==> src/design/gpds_pkg.sv <==
// Shared widths, register indexes and defaults for the grid point dedup and snap block.
package gpds_pkg;

	localparam int COORD_W     = 32;
	localparam int GRID_W      = 31;
	localparam int CFG_DATA_W  = 32;
	localparam int CFG_IDX_W   = 2;
	localparam int DIV_STEPS   = 32;
	localparam int DIV_CNT_W   = 5;
	localparam int TABLE_ENTRIES_DEF = 1024;

	typedef enum logic [CFG_IDX_W-1:0] {
		REG_GRID = 2'd0,
		REG_CX   = 2'd1,
		REG_CY   = 2'd2,
		REG_CZ   = 2'd3
	} cfg_reg_t;

	typedef logic signed [COORD_W-1:0] coord_t;
	typedef logic [GRID_W-1:0]         grid_t;

endpackage

==> src/design/gpds_div.sv <==
// Restoring radix-2 divider: 32-bit unsigned dividend by 31-bit divisor, one bit per cycle.
module gpds_div (
	input  logic                            clk,
	input  logic                            arst_n,
	input  logic                            start,
	input  logic [gpds_pkg::COORD_W-1:0]    dividend,
	input  gpds_pkg::grid_t                 divisor,
	output logic                            done,
	output logic [gpds_pkg::COORD_W-1:0]    quo,
	output gpds_pkg::grid_t                 rem
);

	logic                             busy_q;
	logic                             done_q;
	logic [gpds_pkg::DIV_CNT_W-1:0]   cnt_q;
	logic [gpds_pkg::COORD_W-1:0]     quo_q;
	gpds_pkg::grid_t                  rem_q;
	gpds_pkg::grid_t                  dvs_q;
	logic [gpds_pkg::COORD_W-1:0]     shifted;
	logic [gpds_pkg::COORD_W:0]       diff;

	assign shifted = {rem_q, quo_q[gpds_pkg::COORD_W-1]};
	assign diff    = {1'b0, shifted} - {2'b00, dvs_q};

	always_ff @(posedge clk or negedge arst_n) begin
		if (!arst_n) begin
			busy_q <= 1'b0;
			done_q <= 1'b0;
			cnt_q  <= '0;
		end else begin
			done_q <= 1'b0;
			if (start) begin
				busy_q <= 1'b1;
				cnt_q  <= '0;
			end else if (busy_q) begin
				cnt_q <= cnt_q + 1'b1;
				if (cnt_q == gpds_pkg::DIV_CNT_W'(gpds_pkg::DIV_STEPS - 1)) begin
					busy_q <= 1'b0;
					done_q <= 1'b1;
				end
			end
		end
	end

	// Datapath: the dividend shifts out of quo_q while quotient bits shift in.
	always_ff @(posedge clk) begin
		if (start) begin
			quo_q <= dividend;
			rem_q <= '0;
			dvs_q <= divisor;
		end else if (busy_q) begin
			if (!diff[gpds_pkg::COORD_W]) begin
				rem_q <= diff[gpds_pkg::GRID_W-1:0];
				quo_q <= {quo_q[gpds_pkg::COORD_W-2:0], 1'b1};
			end else begin
				rem_q <= shifted[gpds_pkg::GRID_W-1:0];
				quo_q <= {quo_q[gpds_pkg::COORD_W-2:0], 1'b0};
			end
		end
	end

	assign done = done_q;
	assign quo  = quo_q;
	assign rem  = rem_q;

	a_no_restart: assert property (@(posedge clk) disable iff (!arst_n)
		busy_q |-> !start) else $error("divider restarted while busy");
	a_done_after_busy: assert property (@(posedge clk) disable iff (!arst_n)
		done_q |-> $past(busy_q)) else $error("divider done without a run");
	a_rem_below: assert property (@(posedge clk) disable iff (!arst_n)
		done_q && dvs_q != '0 |-> rem_q < dvs_q) else $error("remainder not below divisor");

endmodule

==> config.mk <==
export PLATFORM = sky130hd
export DESIGN_NAME = gpds_div
export DESIGN_NICKNAME = d
export VERILOG_FILES = /design/src/design/gpds_pkg.sv /design/src/design/gpds_div.sv
export SDC_FILE = /design/constraint.sdc
export NUM_CORES = 1
export LEC_CHECK = 0
export BUFFER_PORTS_ARGS = -buffer_cell sky130_fd_sc_hd__buf_2
export CAP_MARGIN = 20
export CORE_MARGIN = 10
export CORE_UTILIZATION = 55
export DETAILED_ROUTE_END_ITERATION = 8
export GPL_TIMING_DRIVEN = 0
export PLACE_DENSITY = 0.9
export SLEW_MARGIN = 20
export SYNTH_ARGS = -nofsm -noshare
export SYNTH_HDL_FRONTEND = slang
export SYNTH_SLANG_ARGS = --single-unit
==> constraint.sdc <==
create_clock -name clk -period 3.4 [get_ports clk]
set_clock_uncertainty 0.2 [all_clocks]
set_input_delay 0 -clock clk [delete_from_list [all_inputs] [get_ports clk]]
set_output_delay 0 -clock clk [all_outputs]
set_load 0.02 [all_outputs]
==> impl_metrics.py, run 1 <==
metrics = {
    "run_status": {
        "status": "finished with violations",
        "violations": "setup timing",
    },
    "min_path": {
        "hold_depth": 1,
        "hold_start": "start",
        "hold_path_class": "in -> reg",
        "worst_hold_path.endpoint": "dvs_q[25]",
    },
    "synth": {
        "synth_top_family_by_area": "compound AO/OA/AOI/OAI gates",
        "synth_compound_area_frac": 0.1786,
        "synth_ff_type": "edfxtp_1",
        "synth_fa_ha_area_frac": 0.07280,
        "muxShareOfSynthArea": 0.07238,
        "synthTopCellsByArea": "edfxtp_1, dfxtp_1, ha_1",
        "avgSynthCellArea_sq_um": 10.22,
        "synth.top_cell.area_share": 0.3181,
        "syn_nets": 682,
        "synth_edf_count": 63,
        "yosysSeqAreaShare": 0.4519,
        "ys_warn_count": 0,
        "async_reset_ff_frac": 0.06931,
        "synthCells": 582,
        "syn_area_sq_um": 5947,
        "ys_ff_latch": 101,
        "synth_area_leader_cell": "edfxtp_1",
        "synth_xor_area_frac": 0.03682,
        "synth_cell_types": 62,
        "yosys.area_share.simple": 0.1355,
    },
    "timing": {
        "worstMarginPinSlew_ns": 0.8371,
        "slew_violations": 0,
        "min_period_ns": 3.416,
        "fin_crit_sh": 1.005,
        "setup_viol": 2,
        "hold_viol": 0,
        "relSlewSlack": 0.4419,
        "fin_ws_ns": -0.01598,
        "clock.fmax_ghz": 0.2927,
        "fin_hold_ws_ns": 0.05943,
        "rsz0062_at_grt": "yes",
    },
    "place": {
        "dp_hpwl_um": 12830,
        "dpl-instance-area_sq_um": 6763,
        "gp_congestion": 0.9352,
        "dp.cells": 847,
        "place.port_buffers": 129,
    },
    "route": {
        "vias": 5668,
        "wl_per_cell_um": 21.18,
        "wirelength_um": 19880,
        "first_pass_iters": 6,
        "drcViolationCount": 0,
        "drt_iter0_markers": 610,
        "postRouteAntennaNets": 0,
        "viasPerCell": 6.036,
    },
    "cells_and_area": {
        "drive_gt1_frac": 0.2893,
        "final_design_area_no_fill_sq_um": 7747,
        "area_delta_synth_final_pct": 30.28,
        "layout.nets": 897,
        "fin_cells": 939,
        "most-common-layout-cells": "buf_2, nand2_1, dlygate4sd3_1, edfxtp_1, nor2_1",
        "finish.utilization": 0.7438,
        "final_common_cell": "buf_2",
    },
    "power_and_ir_drop": {
        "power.switching_w": 0.0008741,
        "p_sw_frac": 0.3061,
        "p_leak_nw": 3.417,
        "clkPwrFrac": 0.258,
        "p_int_w": 0.001981,
        "seqPwrFrac": 0.510,
        "p_comb_frac": 0.232,
        "power_density_nw_per_um2": 368.5,
        "irDropWorstVdd_mv": 0.4356,
    },
    "global_route": {
        "antenna_found_initial": 1,
        "grt_pass1_wl_um": 30980,
        "overflow": 0,
        "grt_max_degree": 33,
        "grt.total_usage": 0.2594,
        "grt_pass1_vias": 5834,
    },
    "die": {
        "design.die.area_sq_um": 15370,
        "initial_core_util": 0.5709,
        "ioPinCount": 130,
        "num_rows": 37,
        "die_w_um": 124.0,
        "coreArea_sq_um": 10420,
        "die_y_um": 124.0,
    },
    "setup_path": {
        "worstSetupPathType": "reg -> reg",
        "reg2reg_from": "quo[31]",
        "endpoint_kind": "flop",
        "max_stage_delay_ns": 0.43,
        "required_ns": 3.51,
        "reg2reg_to": "rem[29]",
        "cp-start-kind": "flop",
        "crit_buf_inv": 2,
        "cp_slowest_cell": "a2111oi_4",
        "r2r_cells": 12,
        "worstPathArrival_ns": 3.53,
        "crit_cells": 12,
        "cp_max_fo": 10,
        "crit_family": "compound AO/OA/AOI/OAI gates",
        "regToRegSetupSlack_ns": -0.02,
        "path_cells": "inv_1, ha_2, fa_2, nor2b_4, o31ai_4, a211o_4, a2111oi_4, or4b_4, a31o_4, buf_12, nand4_1, a311oi_2",
    },
    "run": {
        "cap_violations": 0,
    },
    "clocking": {
        "htreeDepth": 3,
        "cts-root-buf": "clkbuf_8",
        "clockBufferDepth": 2,
        "cts.sinks": 101,
        "cts_buffers": 9,
        "clk_pin_slew_worst_paths_ns": 0.12,
        "tritoncts": "done",
        "clk_latency_ns": 0.40,
    },
}
[how the worst max path moves through the flow]
stage | from | end | slack [ns]
6_report | quo[31] | rem[29] | -0.02
5_1_grt | quo[31] | rem[29] | -0.10
4_1_cts | quo[31] | rem[8] | 0.04
3_5_place_dp | quo[31] | rem[24] | -0.18
3_3_place_gp | quo[31] | rem[13] | -0.17
2_1_floorplan | quo[31] | rem[10] | 0.14
[power groups by stage]
stage	clock network, W	registers (W)	logic (W)
after floorplan	0	0.00153	0.000308
after global placement	0	0.00147	0.000531
after detailed placement	0	0.00147	0.000554
after CTS	0.000741	0.00145	0.000623
after global routing	0.000776	0.00147	0.000715
final	0.000735	0.00146	0.000662
[registers in the layout (all words and copies together), names as in the netlist]
name    flops
dvs_q      31
cnt_q       5
rem        31
busy_q      1
quo        32
done        1
[synth_stat cells, types with 5 or more instances]
library cell	number
nand4_1	11
a21oi_1	35
xnor2_1	14
nor2b_1	8
edfxtp_1	63
dfxtp_1	31
xor2_1	11
nand2b_1	6
inv_1	40
o21ai_0	22
a21o_1	9
nand3_1	7
ha_1	33
mux2i_1	7
a311oi_1	7
and3_1	6
a311oi_2	16
clkbuf_1	23
o21a_1	5
nor2_1	45
mux2_2	32
dfrtp_1	7
nand2_1	75
[kinds of logic (layout without fill, tap and decap cells)]
logic type,after synthesis,in the layout
simple gates,176,176
buf+inv,72,292
fa+ha+maj,34,34
other cells,0,1
flops,101,101
compound gates,135,135
mux,39,39
xor+xnor,25,25
[what timing repair did]
item,CTS,global route
pin swaps,2,7
setup buffers,2,8
resized for setup,6,12
hold endpoints to repair,70,0
cloned,0,0
hold buffers,65,0
endpoints found under the setup margin,29,31
[layout make-up]
cell class                      instances  area, sq um
Multi-Input combinational cell        409         3014
Sequential cell                       101         2688
Fill cell                             693         2669
Timing Repair Buffer                  204         1371
Buffer                                 32        176.4
Tap cell                              136        170.2
Inverter                               40        150.1
Clock buffer                           12        145.1
Clock inverter                          4        30.03
Antenna cell                            1        2.502
[stage by stage]
step | power, W | worst slack (ns) | TNS [ns]
after floorplan | 0.001837 | 0.1368 | 0
after global placement | 0.002000 | -0.1717 | -1.514
after detailed placement | 0.002027 | -0.1815 | -2.249
after CTS | 0.002812 | 0.03546 | 0
after global routing | 0.002956 | -0.1019 | -1.148
final | 0.002855 | -0.01598 | -0.02138
[layer usage]
metal / up-vias / track usage / share of wire
li1: 2546 / - / -
met1: 2660 / 0.2947 / 0.37
met3: 78 / 0.08959 / 0.11
met2: 384 / 0.4407 / 0.48
met5: - / 0 / 0
met4: 0 / 0.1014 / 0.035
(Power assumes the default switching activity.)
==> inputs of run 2 (changes only) <==
--- a/config.mk
+++ b/config.mk
@@ -8,10 +8,10 @@
 export BUFFER_PORTS_ARGS = -buffer_cell sky130_fd_sc_hd__buf_2
 export CAP_MARGIN = 20
 export CORE_MARGIN = 10
-export CORE_UTILIZATION = 55
+export CORE_UTILIZATION = 45
 export DETAILED_ROUTE_END_ITERATION = 8
 export GPL_TIMING_DRIVEN = 0
-export PLACE_DENSITY = 0.9
+export PLACE_DENSITY = 0.77
 export SLEW_MARGIN = 20
 export SYNTH_ARGS = -nofsm -noshare
 export SYNTH_HDL_FRONTEND = slang
==> impl_metrics.py, run 2 (synthesized netlist as in run 1, its figures left out) <==
metrics = {
    "timing": {
        "setup_viol": 23,
        "fin_tns_setup_ns": -0.7148,
        "clock.fmax_ghz": 0.2879,
        "fin_ws_ns": -0.07326,
        "min_period_ns": 3.473,
        "fin_hold_ws_ns": 0.06446,
        "rsz0062_at_grt": "yes",
        "worstMarginPinSlew_ns": 0.8042,
        "relSlewSlack": 0.4582,
        "fin_crit_sh": 1.022,
        "hold_viol": 0,
        "slew_violations": 0,
    },
    "setup_path": {
        "cp_max_fo": 5,
        "reg2reg_from": "quo[31]",
        "required_ns": 3.46,
        "worstSetupPathType": "reg -> reg",
        "endpoint_kind": "flop",
        "worstSetupStartpoint": "quo[31]",
        "worstPathArrival_ns": 3.54,
        "cp-start-kind": "flop",
    },
    "die": {
        "num_rows": 41,
        "coreArea_sq_um": 12770,
        "initial_core_util": 0.4656,
        "design.die.area_sq_um": 18210,
        "ioPinCount": 130,
        "die_w_um": 135.0,
        "die_y_um": 135.0,
    },
    "global_route": {
        "antenna_found_initial": 1,
        "grt.total_usage": 0.1999,
        "grt_pass1_wl_um": 29170,
        "overflow": 0,
        "grt_pass1_vias": 5624,
        "grt_max_degree": 33,
    },
    "clocking": {
        "htreeDepth": 3,
        "clk_pin_slew_worst_paths_ns": 0.08,
        "clockBufferDepth": 2,
        "cts-root-buf": "clkbuf_16",
        "clk_latency_ns": 0.36,
        "tritoncts": "done",
        "cts_buffers": 9,
        "cts.sinks": 101,
    },
    "power_and_ir_drop": {
        "p_sw_frac": 0.2834,
        "p_int_w": 0.002275,
        "power_density_nw_per_um2": 393.0,
        "irDropWorstVdd_mv": 0.3472,
        "seqPwrFrac": 0.458,
        "clkPwrFrac": 0.334,
        "p_leak_nw": 3.526,
        "power.switching_w": 0.0008997,
        "p_comb_frac": 0.208,
    },
    "min_path": {
        "hold_start": "start",
        "hold_path_class": "in -> reg",
    },
    "cells_and_area": {
        "fillers": 1018,
        "largest_reg_flops": 32,
        "final_common_cell": "buf_2",
        "area_delta_synth_final_pct": 35.85,
        "regArea_sq_um": 2688,
        "layout.nets": 903,
        "most-common-layout-cells": "buf_2, nand2_1, dlygate4sd3_1, edfxtp_1, nor2_1",
        "multi_input_area_sq_um": 3070,
        "drive_gt1_frac": 0.3082,
    },
    "route": {
        "first_pass_iters": 5,
        "postRouteAntennaNets": 0,
        "wl_met3_um": 1571,
        "drcViolationCount": 0,
        "drt_iter0_markers": 383,
        "wl_per_cell_um": 18.63,
        "met2_length_um": 8917,
        "vias": 5337,
        "viasPerCell": 5.440,
        "dr.max_layer_used": "met4",
        "drt-met1-wl_um": 7450,
        "wirelength_um": 18280,
    },
    "run_status": {
        "status": "finished with violations",
        "violations": "setup timing",
    },
    "place": {
        "place.port_buffers": 129,
        "dp_hpwl_um": 12710,
        "gp_congestion": 0.8942,
    },
    "run": {
        "cap_violations": 0,
    },
}
==> run 2: layout make-up <==
class / count / share of cell area
multi-input cells: 409 / 0.3801
clock buffers: 11 / 0.02881
flip-flops and latches: 101 / 0.3327
plain buffers: 32 / 0.02323
diodes: 1 / 0.0003097
inverters: 40 / 0.01858
well taps: 172 / 0.02664
clock inverters: 5 / 0.007434
repair buffers: 210 / 0.1823
==> run 2: final timing paths <==
kind / to / slack, ns / depth (start not counted)
min reg2reg: rem[15] / 0.32 / 2
max in group asynchronous: cnt_q[2] / 2.33 / 3
min in group asynchronous: done / 0.43 / 3
max reg2reg: rem[20] / -0.07 / 14
max: rem[20] / -0.07 / 14
min: dvs_q[3] / 0.06 / 1
==> run 2: through the flow <==
stage               setup WS [ns]  instance area [sq um]  power [W]  utilization  std cells
CTS                     -0.007157                   7846   0.003154       0.6143        971
finish                   -0.07326                   8079   0.003175       0.6325        981
global placement          -0.1860                   6808   0.002005       0.5330        883
floorplan                  0.1368                   5947   0.001837            -        582
global route              -0.1595                   8079   0.003308       0.6325        981
detailed placement        -0.3013                   6808   0.002025       0.5330        883
==> run 2: worst max-delay path: stages, from the launching register on <==
cell       delay [ns]
edfxtp_1         0.41
inv_2            0.09
ha_4             0.14
fa_2             0.24
nor2b_4          0.06
o31ai_4          0.30
a211o_2          0.24
a2111oi_4        0.10
or4b_4           0.59
buf_6            0.15
a31oi_4          0.26
buf_6            0.16
buf_8            0.13
nand2_4          0.05
a311oi_2         0.27
==> run 2: repair_timing <==
item	CTS	global route
hold buffers	65	0
buffers inserted	6	7
resized for setup	11	36
setup endpoints to repair	30	32
endpoints found under the hold margin	70	0
gates cloned	1	2
pin swaps	4	17
==> run 2: layer usage <==
| layer | track usage | vias to the layer above |
|---|---|---|
| li1 | - | 2561 |
| met1 | 0.2284 | 2554 |
| met2 | 0.3370 | 194 |
| met3 | 0.07715 | 28 |
| met4 | 0.06220 | 0 |
| met5 | 0 | - |
==> run 2: power groups by stage <==
stage          clock network (W)  logic [W]  registers [W]
6_report                 0.00106   0.000661        0.00145
5_1_grt                  0.00112   0.000722        0.00146
4_1_cts                  0.00108   0.000627        0.00145
3_5_place_dp                   0   0.000553        0.00147
3_3_place_gp                   0   0.000536        0.00147
2_1_floorplan                  0   0.000308        0.00153
==> inputs of run 3 (changes only) <==
--- a/config.mk
+++ b/config.mk
@@ -10,7 +10,7 @@
 export CORE_MARGIN = 10
 export CORE_UTILIZATION = 45
 export DETAILED_ROUTE_END_ITERATION = 8
-export GPL_TIMING_DRIVEN = 0
+export GPL_TIMING_DRIVEN = 1
 export PLACE_DENSITY = 0.77
 export SLEW_MARGIN = 20
 export SYNTH_ARGS = -nofsm -noshare
==> impl_metrics.py, run 3 (synthesized netlist as in run 1, its figures left out) <==
metrics = {
    "global_route": {
        "grt_max_degree": 39,
        "overflow": 0,
        "grt_pass1_vias": 5338,
        "grt.total_usage": 0.1858,
        "antenna_found_initial": 0,
        "grt_pass1_wl_um": 27490,
    },
    "setup_path": {
        "path_cells": "inv_2, ha_4, fa_2, nor2b_4, o31ai_4, a211o_4, a2111oi_4, or4b_4, buf_6, a31oi_4, buf_12, buf_12, nand2_2, a311oi_2",
        "r2r_cells": 14,
        "worstPathArrival_ns": 3.33,
        "cp_max_fo": 7,
        "crit_family": "compound AO/OA/AOI/OAI gates",
        "cpMostUsedCell": "buf_12",
        "crit_cells": 14,
        "cp_slowest_cell": "edfxtp_1",
        "max_stage_delay_ns": 0.41,
        "crit_buf_inv": 4,
        "worstSetupPathType": "reg -> reg",
        "endpoint_kind": "flop",
        "cp-start-kind": "flop",
        "required_ns": 3.39,
    },
    "timing": {
        "slew_violations": 0,
        "hold_viol": 0,
        "fin_crit_sh": 0.9816,
        "fin_hold_ws_ns": 0.1452,
        "min_period_ns": 3.338,
        "setup_viol": 0,
        "clock.fmax_ghz": 0.2996,
        "relSlewSlack": 0.4862,
        "rsz0062_at_grt": "yes",
        "worstMarginPinSlew_ns": 0.7626,
        "fin_tns_setup_ns": 0,
    },
    "route": {
        "vias": 5193,
        "drt-met1-wl_um": 7150,
        "first_pass_iters": 4,
        "drcViolationCount": 0,
        "postRouteAntennaNets": 0,
        "viasPerCell": 5.421,
        "wl_per_cell_um": 17.92,
        "drt_iter0_markers": 467,
        "dr.max_layer_used": "met4",
        "wirelength_um": 17170,
        "met2_length_um": 8254,
        "wl_met3_um": 1429,
    },
    "clocking": {
        "clk_latency_ns": 0.36,
        "clockBufferDepth": 2,
        "cts_buffers": 9,
        "tritoncts": "done",
        "cts-root-buf": "clkbuf_16",
        "htreeDepth": 3,
        "cts.sinks": 101,
        "clk_pin_slew_worst_paths_ns": 0.07,
    },
    "die": {
        "num_rows": 41,
        "die_y_um": 135.0,
        "initial_core_util": 0.4656,
        "ioPinCount": 130,
        "design.die.area_sq_um": 18210,
        "coreArea_sq_um": 12770,
        "die_w_um": 135.0,
    },
    "cells_and_area": {
        "fin_cells": 958,
        "drive_gt1_frac": 0.3193,
        "layout.nets": 881,
        "most-common-layout-cells": "buf_2, dlygate4sd3_1, edfxtp_1, nand2_1, nor2_1",
        "area_delta_synth_final_pct": 34.19,
        "finish.utilization": 0.6247,
        "largest_reg_flops": 32,
        "final_common_cell": "buf_2",
        "antenna_cells": 0,
    },
    "power_and_ir_drop": {
        "power_density_nw_per_um2": 386.9,
        "irDropWorstVdd_mv": 0.3235,
        "p_leak_nw": 3.506,
        "power_w": 0.003087,
    },
    "run_status": {
        "status": "completed",
    },
    "run": {
        "cap_violations": 0,
    },
    "min_path": {
        "hold_depth": 2,
        "hold_path_class": "in -> reg",
    },
    "place": {
        "gp_congestion": 0.9302,
        "dp_hpwl_um": 11750,
        "dp.cells": 869,
        "place.port_buffers": 129,
    },
}
-- run 3: cell types whose count changed in the layout (fill, tap and decap cells not counted), sizes merged --
cell	previous run	this run
bufinv	1	0
clkbuf	36	14
clkinv	1	2
diode	1	0
dlygate4sd3	65	66
inv	42	41
-- run 3: path summary, 6_finish.rpt --
check / start / to / slack [ns]
worst max-delay path: quo[31] / rem[19] / 0.06
worst min-delay path: divisor[25] / dvs_q[25] / 0.15
worst max register to register: quo[31] / rem[19] / 0.06
worst min register to register: rem[22] / rem[23] / 0.33
max in group asynchronous: arst_n / busy_q / 2.31
min in group asynchronous: arst_n / done / 0.43
-- run 3: area by class of cell --
type / count / area [sq um]
clock inverter: 4 / 33.78
fill: 1016 / 4793
multi-input combinational: 409 / 3058
timing repair buffer: 220 / 1598
tap: 172 / 215.2
sequential: 101 / 2689
inverter: 40 / 150.1
clock buffer: 12 / 236.5
-- run 3: layer usage --
| metal | vias up | GRT usage |
|---|---|---|
| met4 | 0 | 0.06699 |
| met5 | - | 0 |
| li1 | 2516 | - |
| met1 | 2469 | 0.2192 |
| met2 | 181 | 0.3023 |
| met3 | 27 | 0.06973 |
-- run 3: repair_timing --
item                                    4_1_cts  5_1_grt
hold buffers                                 66        0
pin swaps                                     0       10
setup buffers                                 0        5
gates cloned                                  0        2
endpoints found under the setup margin       16       31
endpoints found under the hold margin        74        0
gates resized for setup                       1       30
-- run 3: stage by stage --
step	area [sq um]	worst slack, ns
after floorplan	5947	0.1368
after global placement	6838	0.1037
after detailed placement	6838	-0.02058
after CTS	7771	0.01284
after global routing	7980	-0.02703
final	7980	0.06245
-- run 3: power by group --
group | internal, W | switching, W
sequential | 0.00140 | 0.0000528
clock | 0.000503 | 0.000477
combinational | 0.000303 | 0.000354
-- run 3: worst register-to-register path: cells and delay by family, from the launching register on --
family                   cells  cell delay (ns)
AO/OA/AOI/OAI                5             1.03
AND/OR/NAND/NOR              3             0.46
buffers and inverters        4             0.49
flip-flops                   1             0.41
adder cells (fa/ha/maj)      2             0.58
